## src/nrmc_pkg.sv

```systemverilog
// ----------------------------------------------------------------------------
// nrmc_pkg
// Shared types, character codes and helpers of the RMC sentence field
// extractor.
// ----------------------------------------------------------------------------
package nrmc_pkg;

	localparam int NUM_FIELDS = 6;
	localparam int NUM_SLOTS  = 5;
	localparam int LEN_W      = 4;

	localparam logic [7:0] CH_DOLLAR = 8'h24;
	localparam logic [7:0] CH_M      = 8'h4D;
	localparam logic [7:0] CH_C      = 8'h43;
	localparam logic [7:0] CH_LF     = 8'h0A;
	localparam logic [7:0] CH_A      = 8'h41;
	localparam logic [7:0] CH_COMMA  = 8'h2C;

	localparam logic [2:0] COMMAS_FULL = 3'd7;
	localparam logic [2:0] ID_NONE     = 3'd0;

	typedef logic [NUM_FIELDS-1:0][LEN_W-1:0] nrmc_lens_t;

	typedef struct packed {
		logic       start;
		logic       error;
		logic       status_a;
		nrmc_lens_t lens;
	} nrmc_frame_t;

	typedef struct packed {
		logic       found;
		logic [2:0] slot;
	} nrmc_slot_t;

	typedef enum logic [3:0] {
		ST_IDLE   = 4'b0001,
		ST_SINGLE = 4'b0010,
		ST_RD     = 4'b0100,
		ST_LD     = 4'b1000
	} nrmc_state_t;

	// Output slots carry fields 1, 3, 4, 5 and 6 in that order.
	function automatic logic [2:0] slot_id(input logic [2:0] slot);
		logic [2:0] id;
		case (slot)
			3'd0:    id = 3'd1;
			3'd1:    id = 3'd3;
			3'd2:    id = 3'd4;
			3'd3:    id = 3'd5;
			3'd4:    id = 3'd6;
			default: id = ID_NONE;
		endcase
		return id;
	endfunction

	function automatic nrmc_slot_t next_slot(input nrmc_lens_t lens, input logic [2:0] from);
		nrmc_slot_t r;
		logic [2:0] fidx;
		r = '0;
		for (int k = 0; k < NUM_SLOTS; k++) begin
			fidx = slot_id(3'(k)) - 3'd1;
			if (!r.found && (3'(k) >= from) && (lens[fidx] != '0)) begin
				r.found = 1'b1;
				r.slot  = 3'(k);
			end
		end
		return r;
	endfunction

endpackage

```

## src/nrmc_ram.sv

```systemverilog
// ----------------------------------------------------------------------------
// nrmc_ram
// Generic single-write, single-read synchronous RAM with a registered read.
// ----------------------------------------------------------------------------
module nrmc_ram #(
	parameter int WIDTH = 8,
	parameter int DEPTH = 72,
	localparam int AW = $clog2(DEPTH)
) (
	input  logic             clk,
	input  logic             we,
	input  logic [AW-1:0]    waddr,
	input  logic [WIDTH-1:0] wdata,
	input  logic             re,
	input  logic [AW-1:0]    raddr,
	output logic [WIDTH-1:0] rdata
);

	logic [WIDTH-1:0] mem_q [DEPTH];

	always_ff @(posedge clk) begin
		if (we) begin
			mem_q[waddr] <= wdata;
		end
		if (re) begin
			rdata <= mem_q[raddr];
		end
	end

endmodule

```

## src/nrmc_rx.sv

```systemverilog
// ----------------------------------------------------------------------------
// nrmc_rx
// Byte parser: tracks the sentence, counts commas, writes field characters
// into the character RAM and flags the end of an RMC sentence.
// ----------------------------------------------------------------------------
module nrmc_rx import nrmc_pkg::*; #(
	parameter int MAX_SENTENCE = 128,
	parameter int FIELD_LEN    = 12,
	localparam int AW = $clog2(NUM_FIELDS * FIELD_LEN),
	localparam int PW = $clog2(MAX_SENTENCE + 1)
) (
	input  logic          clk,
	input  logic          arst_n,
	input  logic          byte_en,
	input  logic [7:0]    rx_byte,
	output logic          ram_we,
	output logic [AW-1:0] ram_waddr,
	output logic [7:0]    ram_wdata,
	output nrmc_frame_t   frame
);

	logic          in_sentence_q;
	logic [PW-1:0] pos_q;
	logic [1:0]    type_q;
	logic [2:0]    commas_q;
	nrmc_lens_t    lens_q;
	logic          status_a_q;

	logic          live;
	logic          in_field;
	logic [2:0]    fidx;
	logic [LEN_W-1:0] cur_len;
	logic          store;

	always_comb begin
		live      = byte_en && (rx_byte != CH_DOLLAR) && in_sentence_q
			&& (pos_q < PW'(MAX_SENTENCE));
		in_field  = (commas_q != 3'd0) && (commas_q != COMMAS_FULL);
		fidx      = commas_q - 3'd1;
		cur_len   = lens_q[fidx];
		store     = live && (rx_byte != CH_LF) && (rx_byte != CH_COMMA) && in_field
			&& (cur_len < LEN_W'(FIELD_LEN));
		ram_we    = store;
		ram_waddr = AW'(int'(fidx) * FIELD_LEN + int'(cur_len));
		ram_wdata = rx_byte;
		frame.start    = live && (rx_byte == CH_LF) && (type_q == 2'b11);
		frame.error    = commas_q != COMMAS_FULL;
		frame.status_a = status_a_q;
		frame.lens     = lens_q;
	end

	always_ff @(posedge clk or negedge arst_n) begin
		if (!arst_n) begin
			in_sentence_q <= 1'b0;
			pos_q         <= '0;
			type_q        <= '0;
			commas_q      <= '0;
			lens_q        <= '0;
			status_a_q    <= 1'b0;
		end else if (byte_en && (rx_byte == CH_DOLLAR)) begin
			in_sentence_q <= 1'b1;
			pos_q         <= PW'(1);
			type_q        <= '0;
			commas_q      <= '0;
			lens_q        <= '0;
			status_a_q    <= 1'b0;
		end else if (live) begin
			pos_q <= pos_q + PW'(1);
			if (rx_byte == CH_LF) begin
				in_sentence_q <= 1'b0;
			end else begin
				if ((pos_q == PW'(4)) && (rx_byte == CH_M)) begin
					type_q[0] <= 1'b1;
				end
				if ((pos_q == PW'(5)) && (rx_byte == CH_C)) begin
					type_q[1] <= 1'b1;
				end
				if ((rx_byte == CH_COMMA) && (commas_q != COMMAS_FULL)) begin
					commas_q <= commas_q + 3'd1;
				end
				if (store) begin
					lens_q[fidx] <= cur_len + LEN_W'(1);
					if ((fidx == 3'd1) && (cur_len == '0)) begin
						status_a_q <= rx_byte == CH_A;
					end
				end
			end
		end
	end

endmodule

```

## src/nrmc_emit.sv

```systemverilog
// ----------------------------------------------------------------------------
// nrmc_emit
// Readout sequencer: walks the stored characters of the reported fields
// through the RAM read port and presents them in the output register.
// ----------------------------------------------------------------------------
module nrmc_emit import nrmc_pkg::*; #(
	parameter int FIELD_LEN = 12,
	localparam int AW = $clog2(NUM_FIELDS * FIELD_LEN)
) (
	input  logic          clk,
	input  logic          arst_n,
	input  nrmc_frame_t   frame,
	output logic          busy,
	output logic          ram_re,
	output logic [AW-1:0] ram_raddr,
	input  logic [7:0]    ram_rdata,
	output logic          out_valid,
	input  logic          out_ready,
	output logic [23:0]   out_data,
	output logic          out_last
);

	nrmc_state_t      state_q;
	logic [2:0]       slot_q;
	logic [LEN_W-1:0] cpos_q;
	logic             single_err_q;

	logic             ov_q;
	logic [2:0]       oid_q;
	logic [LEN_W-1:0] opos_q;
	logic [7:0]       och_q;
	logic             oval_q;
	logic             oerr_q;
	logic             olast_q;

	logic [2:0]       fidx;
	logic [LEN_W-1:0] flen;
	logic             more_chars;
	nrmc_slot_t       first;
	nrmc_slot_t       after;
	logic             out_free;
	logic             load_out;

	always_comb begin
		fidx       = slot_id(slot_q) - 3'd1;
		flen       = frame.lens[fidx];
		more_chars = (cpos_q + LEN_W'(1)) < flen;
		first      = next_slot(frame.lens, 3'd0);
		after      = next_slot(frame.lens, slot_q + 3'd1);
		out_free   = !ov_q || out_ready;
		load_out   = out_free && ((state_q == ST_SINGLE) || (state_q == ST_LD));
		busy       = state_q != ST_IDLE;
		ram_re     = state_q == ST_RD;
		ram_raddr  = AW'(int'(fidx) * FIELD_LEN + int'(cpos_q));
		out_valid  = ov_q;
		out_data   = {7'd0, oerr_q, oval_q, och_q, opos_q, oid_q};
		out_last   = olast_q;
	end

	always_ff @(posedge clk or negedge arst_n) begin
		if (!arst_n) begin
			state_q      <= ST_IDLE;
			slot_q       <= '0;
			cpos_q       <= '0;
			single_err_q <= 1'b0;
			ov_q         <= 1'b0;
		end else begin
			if (load_out) begin
				ov_q <= 1'b1;
			end else if (ov_q && out_ready) begin
				ov_q <= 1'b0;
			end
			unique case (state_q)
				ST_IDLE: begin
					if (frame.start) begin
						slot_q <= first.slot;
						cpos_q <= '0;
						single_err_q <= frame.error;
						if (frame.error || !first.found) begin
							state_q <= ST_SINGLE;
						end else begin
							state_q <= ST_RD;
						end
					end
				end
				ST_SINGLE: begin
					if (out_free) begin
						state_q <= ST_IDLE;
					end
				end
				ST_RD: begin
					state_q <= ST_LD;
				end
				ST_LD: begin
					if (out_free) begin
						if (more_chars) begin
							cpos_q  <= cpos_q + LEN_W'(1);
							state_q <= ST_RD;
						end else if (after.found) begin
							slot_q  <= after.slot;
							cpos_q  <= '0;
							state_q <= ST_RD;
						end else begin
							state_q <= ST_IDLE;
						end
					end
				end
				default: begin
					state_q <= ST_IDLE;
				end
			endcase
		end
	end

	always_ff @(posedge clk) begin
		if ((state_q == ST_SINGLE) && out_free) begin
			oid_q   <= ID_NONE;
			opos_q  <= '0;
			och_q   <= '0;
			oval_q  <= !single_err_q && frame.status_a;
			oerr_q  <= single_err_q;
			olast_q <= 1'b1;
		end else if ((state_q == ST_LD) && out_free) begin
			oid_q   <= slot_id(slot_q);
			opos_q  <= cpos_q;
			och_q   <= ram_rdata;
			oval_q  <= frame.status_a;
			oerr_q  <= 1'b0;
			olast_q <= !more_chars && !after.found;
		end
	end

endmodule

```

## src/nmea_rmc_sentence_field_extractor.sv

```systemverilog
// ----------------------------------------------------------------------------
// nmea_rmc_sentence_field_extractor
// Parses an NMEA byte stream and reports the characters of the time,
// latitude and longitude fields of every RMC sentence.
//
// Channel  Dir  Payload
// s_*      in   one received byte
// m_*      out  one field character, marker or error result; tlast ends run
//
// A byte is taken every cycle while no report is being sent.
// The end-of-sentence byte starts a report: each stored character is read
// from the RAM, then loaded into the output register; a marker or error
// result is loaded directly. Input is held off until the report is issued.
// A stalled output holds the sequencer; reset is asynchronous, active low.
// ----------------------------------------------------------------------------
module nmea_rmc_sentence_field_extractor import nrmc_pkg::*; #(
	parameter int MAX_SENTENCE = 128,
	parameter int FIELD_LEN    = 12
) (
	input  logic        clk,
	input  logic        arst_n,
	input  logic        s_tvalid,
	output logic        s_tready,
	input  logic [7:0]  s_tdata,   // [7:0] rx_byte
	output logic        m_tvalid,
	input  logic        m_tready,
	output logic [23:0] m_tdata,   // [2:0] field_id, [6:3] char_pos, [14:7] char_value,
	                               // [15] position_valid, [16] frame_error
	output logic        m_tlast
);

	localparam int RAM_DEPTH = NUM_FIELDS * FIELD_LEN;
	localparam int AW        = $clog2(RAM_DEPTH);

	nrmc_frame_t   frame;
	logic          busy;
	logic          ram_we;
	logic [AW-1:0] ram_waddr;
	logic [7:0]    ram_wdata;
	logic          ram_re;
	logic [AW-1:0] ram_raddr;
	logic [7:0]    ram_rdata;

	assign s_tready = !busy;

	nrmc_rx #(
		.MAX_SENTENCE(MAX_SENTENCE),
		.FIELD_LEN   (FIELD_LEN)
	) u_rx (
		.clk      (clk),
		.arst_n   (arst_n),
		.byte_en  (s_tvalid && s_tready),
		.rx_byte  (s_tdata),
		.ram_we   (ram_we),
		.ram_waddr(ram_waddr),
		.ram_wdata(ram_wdata),
		.frame    (frame)
	);

	nrmc_ram #(
		.WIDTH(8),
		.DEPTH(RAM_DEPTH)
	) u_ram (
		.clk  (clk),
		.we   (ram_we),
		.waddr(ram_waddr),
		.wdata(ram_wdata),
		.re   (ram_re),
		.raddr(ram_raddr),
		.rdata(ram_rdata)
	);

	nrmc_emit #(
		.FIELD_LEN(FIELD_LEN)
	) u_emit (
		.clk      (clk),
		.arst_n   (arst_n),
		.frame    (frame),
		.busy     (busy),
		.ram_re   (ram_re),
		.ram_raddr(ram_raddr),
		.ram_rdata(ram_rdata),
		.out_valid(m_tvalid),
		.out_ready(m_tready),
		.out_data (m_tdata),
		.out_last (m_tlast)
	);

`ifndef SYNTHESIS
	a_err_is_last: assert property (@(posedge clk) disable iff (!arst_n)
		(m_tvalid && m_tdata[16]) |-> (m_tlast && (m_tdata[2:0] == ID_NONE)))
		else $error("error result is not a lone final result");

	a_marker_is_last: assert property (@(posedge clk) disable iff (!arst_n)
		(m_tvalid && (m_tdata[2:0] == ID_NONE)) |-> m_tlast)
		else $error("marker result is not final");

	a_no_status_field: assert property (@(posedge clk) disable iff (!arst_n)
		m_tvalid |-> (m_tdata[2:0] != 3'd2) && (m_tdata[2:0] != 3'd7))
		else $error("unreported field id emitted");

	a_no_ram_clash: assert property (@(posedge clk) disable iff (!arst_n)
		!(ram_we && ram_re))
		else $error("RAM written while report is being read");
`endif

endmodule

```

## config.mk

```make
export PLATFORM = sky130hd
export DESIGN_NAME = nmea_rmc_sentence_field_extractor
export DESIGN_NICKNAME = d
export VERILOG_FILES = /design/src/nrmc_pkg.sv /design/src/nrmc_ram.sv /design/src/nrmc_rx.sv /design/src/nrmc_emit.sv /design/src/nmea_rmc_sentence_field_extractor.sv
export SDC_FILE = /design/constraint.sdc
export NUM_CORES = 1
export LEC_CHECK = 0
export ABC_AREA = 0
export BUFFER_PORTS_ARGS = -buffer_cell sky130_fd_sc_hd__buf_2
export CAP_MARGIN = 10
export CORE_MARGIN = 2
export CORE_UTILIZATION = 35
export CTS_CLUSTER_SIZE = 12
export DETAILED_ROUTE_END_ITERATION = 8
export GPL_ROUTABILITY_DRIVEN = 1
export HOLD_SLACK_MARGIN = 0.02
export SYNTH_ARGS = -nofsm -noshare
export SYNTH_HDL_FRONTEND = slang
export SYNTH_SLANG_ARGS = --single-unit
```

## constraint.sdc

```tcl
create_clock -name clk -period 5.7 [get_ports clk]
set_input_delay 0.855 -clock clk [delete_from_list [all_inputs] [get_ports clk]]
set_output_delay 0.855 -clock clk [all_outputs]
set_load 0.01 [all_outputs]
```

==> flow_metrics.tcl, run 1 <==
set metrics [dict create \
    ys_ff_latch 654 \
    status "completed" \
    port_buffers 31 \
    netlist_top_cells_area "edfxtp_1 65%, mux4_2 11%, dfrtp_1 4.7%" \
    cts.sinks 654 \
    max_freq_mhz 189 \
    crit_type "flip-flop to flip-flop" \
    grt_pass1_wl_mm 102 \
    holdBufCountCts 0 \
    vias 15200 \
    yosysTopAreaCell "edfxtp_1" \
    avgSynthCellArea_um2 16.9 \
    n_fill_cell 6930 \
    ios 39 \
    routedWlPerCell_um 25.1 \
    final_area_um2 30600 \
    drtIter0Drc 1784 \
    power_density_nw_per_um2 320 \
    dr.pass1.iters 5 \
    hold_viol_final 0 \
    overflow 0 \
    post-cts-setup-buffers 0 \
    power.total_mw 9.82 \
    antenna_found_initial 0 \
    track_usage_pct 17.4 \
    cp_max_fo 13 \
    cts-resized-gates 0 \
    wl_met1_mm 30.6 \
    tns_ps 0 \
    cts-buffers-inserted 67 \
    drv_cap 0 \
    drive_above_1_share_pct 18.4 \
    area_growth_pct 12.7 \
    setup_violations 0 \
    start_kind "flip-flop" \
    ys.flop_type "edfxtp_1" \
    top_layer_used "met4" \
    slew_headroom_pct 27.7 \
    die_h_um 283 \
    period_share_pct 92.9 \
    period_minus_slack_ps 5300 \
    leakagePower_nw 10.4 \
    final_cell_mix "586 x edfxtp_1, 130 x mux4_2, 118 x nor2_1" \
    netlist_area_um2 27200 \
    dp_slack_ps 469 \
    finalMaxSlewViolations 0 \
    clock_skew_ps 23.3 \
    synth_edf_count 586 \
    antenna_left 0 \
    n_antenna_cell 0 \
    place.gp.congestion 0.881 \
    die_w_um 283 \
    async_flop_share_pct 7.95 \
    fin_util_pct 39.7 \
    synth_seq_area_share_pct 70.7 \
    cp.required_ps 5930 \
    viasPerCell 5.53 \
    cts_max_level 3 \
    clk_pin_slew_ps 60 \
    routed_wl_mm 69.1 \
    wl_met2_mm 32.5 \
    rsz0062_at_grt "yes" \
    setup_ws_ps 404 \
    worst_slew_pin_slew_ps 1080 \
    rows 102 \
    peakVddDrop_mv 0.189 \
    yosysTopAreaCellShare_pct 64.8 \
    grt_max_degree 60 \
    dieArea_um2 79900 \
    clock_latency_ps 610 \
    ys_types 66 \
    cts_tree "built" \
    final_common_cell "edfxtp_1" \
    min_path_type "input port to asynchronous set/reset pin" \
    dp_hpwl_mm 45.0 \
    cts_root_buf "clkbuf_16" \
    yosysWarnings 0 \
    initial_utilization_pct 35.2 \
    route.met3.wl_mm 4.22 \
    worstSetupEndpointType "flip-flop" \
    arrival_ps 5530 \
    clk_path_buf_depth 3 \
    drc 0 \
    synthCells 1612 \
    fin_nets 1729 \
    first_global_vias 15000 \
    placed_area_um2 28700 \
    core_um2 77200 \
]
-- worst max-delay path, stage by stage, from the launching register on --
cell	delay (ps)
dfrtp_1	690
inv_1	300
ha_1	360
xor2_1	160
buf_4	190
clkinv_1	220
o31ai_1	560
ha_1	380
fa_1	330
nand2_1	100
xnor2_1	210
nand3_1	90
o21ai_0	130
and3_1	310
nand2_1	270
nor2_1	610
-- stage by stage --
step,hold slack [ps],std cells
after floorplan,436,1618
after global placement,450,2655
after detailed placement,444,2655
after CTS,412,2752
after global routing,451,2753
final,384,2753
-- cells by family after synthesis --
group	after synthesis	synth area share (%)
compound gates	234	5.60
buf+inv	113	1.74
mux	195	13.3
simple gates	358	6.29
fa+ha+maj	32	1.56
other cells	1	0.0138
flops	654	70.7
xor+xnor	25	0.806
-- registers in the layout, summed over array words and instances (netlist names), 3 cells and up --
signal	flops
u_rx.frame	24
u_emit.cpos_q	4
u_emit.oid_q	3
u_emit.och_q	8
u_emit.opos_q	4
u_emit.slot_q	3
u_rx.commas_q	3
u_rx.pos_q	8
u_emit.state_q	4
u_ram.rdata	8
u_ram.mem_q	576
-- power breakdown --
part           switching (mW)  internal, mW  leakage, nW
logic                   0.413         0.119         3.39
clock network            1.73          2.27        0.937
registers              0.0343          5.25         6.08
-- synth_stat cells, types with 27 or more instances --
cell / number
nand3_1: 41
dfrtp_1: 51
nor3_1: 27
clkbuf_1: 50
o21ai_0: 45
mux2i_1: 59
a21oi_1: 63
nand2_1: 83
mux4_2: 130
ha_1: 29
edfxtp_1: 586
nor2_1: 124
a22oi_1: 39
-- cell type report --
type / instances / area (um^2) / area share, %
inverters: 27 / 101 / 0.331
multi-input cells: 851 / 7530 / 24.6
well taps: 1040 / 1300 / 4.25
clock inverters: 14 / 160 / 0.523
clock buffers: 83 / 1760 / 5.74
repair buffers: 84 / 553 / 1.81
flip-flops and latches: 654 / 19200 / 62.8
-- layer usage --
layer / track usage (%) / vias up
met5: 0 / -
met4: 6.09 / 0
met3: 2.60 / 91
met2: 26.9 / 632
met1: 24.9 / 7969
li1: - / 6534
-- worst paths after layout --
| path | from | to | slack, ps | cells after the start |
|---|---|---|---|---|
| worst max-delay path | u_rx.commas_q[0] | u_ram.mem_q[36][2] | 400 | 15 |
| worst min-delay path | arst_n | u_rx.pos_q[7] | 380 | 2 |
| worst max register to register | u_rx.commas_q[0] | u_ram.mem_q[36][2] | 400 | 15 |
| worst min register to register | u_emit.opos_q[3] | u_emit.opos_q[3] | 470 | 2 |
| max in group asynchronous | arst_n | u_emit.cpos_q[0] | 4740 | 2 |
| min in group clk | u_emit.opos_q[3] | u_emit.opos_q[3] | 470 | 2 |
Note: power is estimated with default switching activity, not from simulation.
==> run 2, diff against run 1 <==
PLACE_DENSITY_LB_ADDON = 0.25   (was unset)
==> run 2 against run 1 <==
Count of clock-buffer cells in the layout increased by 15. Routed wire length up 6.3%. Setup slack improved by 720 ps.
==> flow_metrics.tcl, run 2 (synthesis gave the netlist of run 1 again) <==
set metrics [dict create \
    status "completed" \
    power_density_nw_per_um2 323 \
    hold_viol_final 0 \
    holdBufCountCts 0 \
    tns_ps 0 \
    drive_above_1_share_pct 21.6 \
    clock_latency_ps 630 \
    placedCellCount 2715 \
    drtIter0Drc 1551 \
    start_kind "flip-flop" \
    routedWlPerCell_um 25.9 \
    dp_hpwl_mm 49.0 \
    post-cts-setup-buffers 0 \
    drc 0 \
    final_cells 2837 \
    finalMaxSlewViolations 0 \
    drv_cap 0 \
    crit_path_top_delay_cell "ha_1" \
    place.gp.congestion 0.839 \
    rsz0062_at_grt "no" \
    core_um2 77200 \
    grt_pass1_wl_mm 107 \
    overflow 0 \
    grt_max_degree 71 \
    dieArea_um2 79900 \
    largest_reg_flops 576 \
    clk_path_buf_depth 3 \
    crit_chain "inv_1 -> ha_1 -> inv_1 -> o31ai_1 -> ha_1 -> fa_1 -> nand2_1 -> xnor2_1 -> nand2_1 -> o22ai_1 -> and3b_1 -> nand2_1 -> nor2_1" \
    cts-buffers-inserted 71 \
    die_h_um 283 \
    period_share_pct 80.3 \
    cts-resized-gates 0 \
    port_buffers 31 \
    n_antenna_cell 0 \
    min_path_type "input port to asynchronous set/reset pin" \
    cp_common_cell "nand2_1" \
    ios 39 \
    cp.required_ps 5940 \
    cts.sinks 654 \
    area_growth_pct 15.4 \
    cp_max_fo 11 \
    leakagePower_nw 10.8 \
    n_fill_cell 6936 \
    track_usage_pct 18.7 \
    peakVddDrop_mv 0.183 \
    initial_utilization_pct 35.2 \
    die_w_um 283 \
    cts_root_buf "clkbuf_16" \
    vias 15300 \
    worst_slew_pin_slew_ps 983 \
    final_common_cell "edfxtp_1" \
    fin_nets 1792 \
    regMostFlops "u_ram.mem_q" \
    path_buf_inv 2 \
    period_minus_slack_ps 4580 \
    viasPerCell 5.38 \
    cts_max_level 3 \
    max_freq_mhz 219 \
    crit_type "flip-flop to flip-flop" \
    cts_tree "built" \
    first_global_vias 15200 \
    final_cell_mix "586 x edfxtp_1, 130 x mux4_2, 124 x nor2_1" \
    dr.pass1.iters 7 \
    clk_pin_slew_ps 60 \
    setup_violations 0 \
    antenna_left 0 \
    clock_skew_ps 31.7 \
    critical_path.top_delay_family "simple AND/OR/NAND/NOR gates" \
    slew_headroom_pct 34.3 \
    routed_wl_mm 73.4 \
    worstSetupEndpointType "flip-flop" \
    crit_path_max_incr_delay_ps 580 \
    antenna_found_initial 3 \
    rows 102 \
    arrival_ps 4820 \
]
## run 2: metal layers
layer	part of all wire (%)	vias to the layer above	wire, um	GRT usage (%)
met2	47	552	34800	29.4
met3	7.4	115	5430	4.20
met4	3.2	2	2390	7.16
met5	0.012	-	9	0
li1	-	6687	-	-
met1	42	7903	30800	25.4
## run 2: final timing paths
kind                                  startpoint                  to  slack, ps  cells past startpoint
worst max-delay path            u_rx.commas_q[0]  u_ram.mem_q[18][1]       1120                     13
worst min-delay path                      arst_n    u_emit.cpos_q[3]        360                      2
worst min register to register   u_emit.och_q[4]     u_emit.och_q[4]        460                      2
max in group asynchronous                 arst_n    u_emit.cpos_q[0]       4800                      2
worst max register to register  u_rx.commas_q[0]  u_ram.mem_q[18][1]       1120                     13
min in group clk                 u_emit.och_q[4]     u_emit.och_q[4]        460                      2
## run 2: area by class of cell
| class | count | area (um^2) | share of cell area (%) |
|---|---|---|---|
| clock inverter | 24 | 229 | 0.730 |
| timing repair buffer | 143 | 1020 | 3.26 |
| sequential | 654 | 19200 | 61.3 |
| tap | 1040 | 1300 | 4.15 |
| inverter | 27 | 101 | 0.323 |
| clock buffer | 98 | 1930 | 6.15 |
| multi-input combinational | 851 | 7540 | 24.0 |
## run 2: stage by stage
step           util [%]  power, mW  instance area [um^2]  worst slack, ps  hold slack [ps]
6_report           40.6       10.1                 31300             1120              363
2_1_floorplan         -       5.60                 27200             1210              436
4_1_cts            40.6       10.2                 31300             1140              355
3_5_place_dp       37.8       5.90                 29200             1120              453
3_3_place_gp       37.8       5.89                 29200             1210              449
5_1_grt            40.6       10.5                 31300              754              415
## run 2: worst reg2reg max path: cells and delay by family (launching register included)
kind | cells | cell delay [ps]
XOR/XNOR | 1 | 180
AND/OR/NAND/NOR | 5 | 1270
adder cells (fa/ha/maj) | 3 | 1190
AO/OA/AOI/OAI | 2 | 850
buffers and inverters | 2 | 350
flip-flops | 1 | 340
## run 2: power by group
part           switching [mW]  internal (mW)  leakage (nW)
sequential             0.0302           5.25          6.08
combinational           0.397          0.121          3.71
clock                    1.86           2.47          1.06
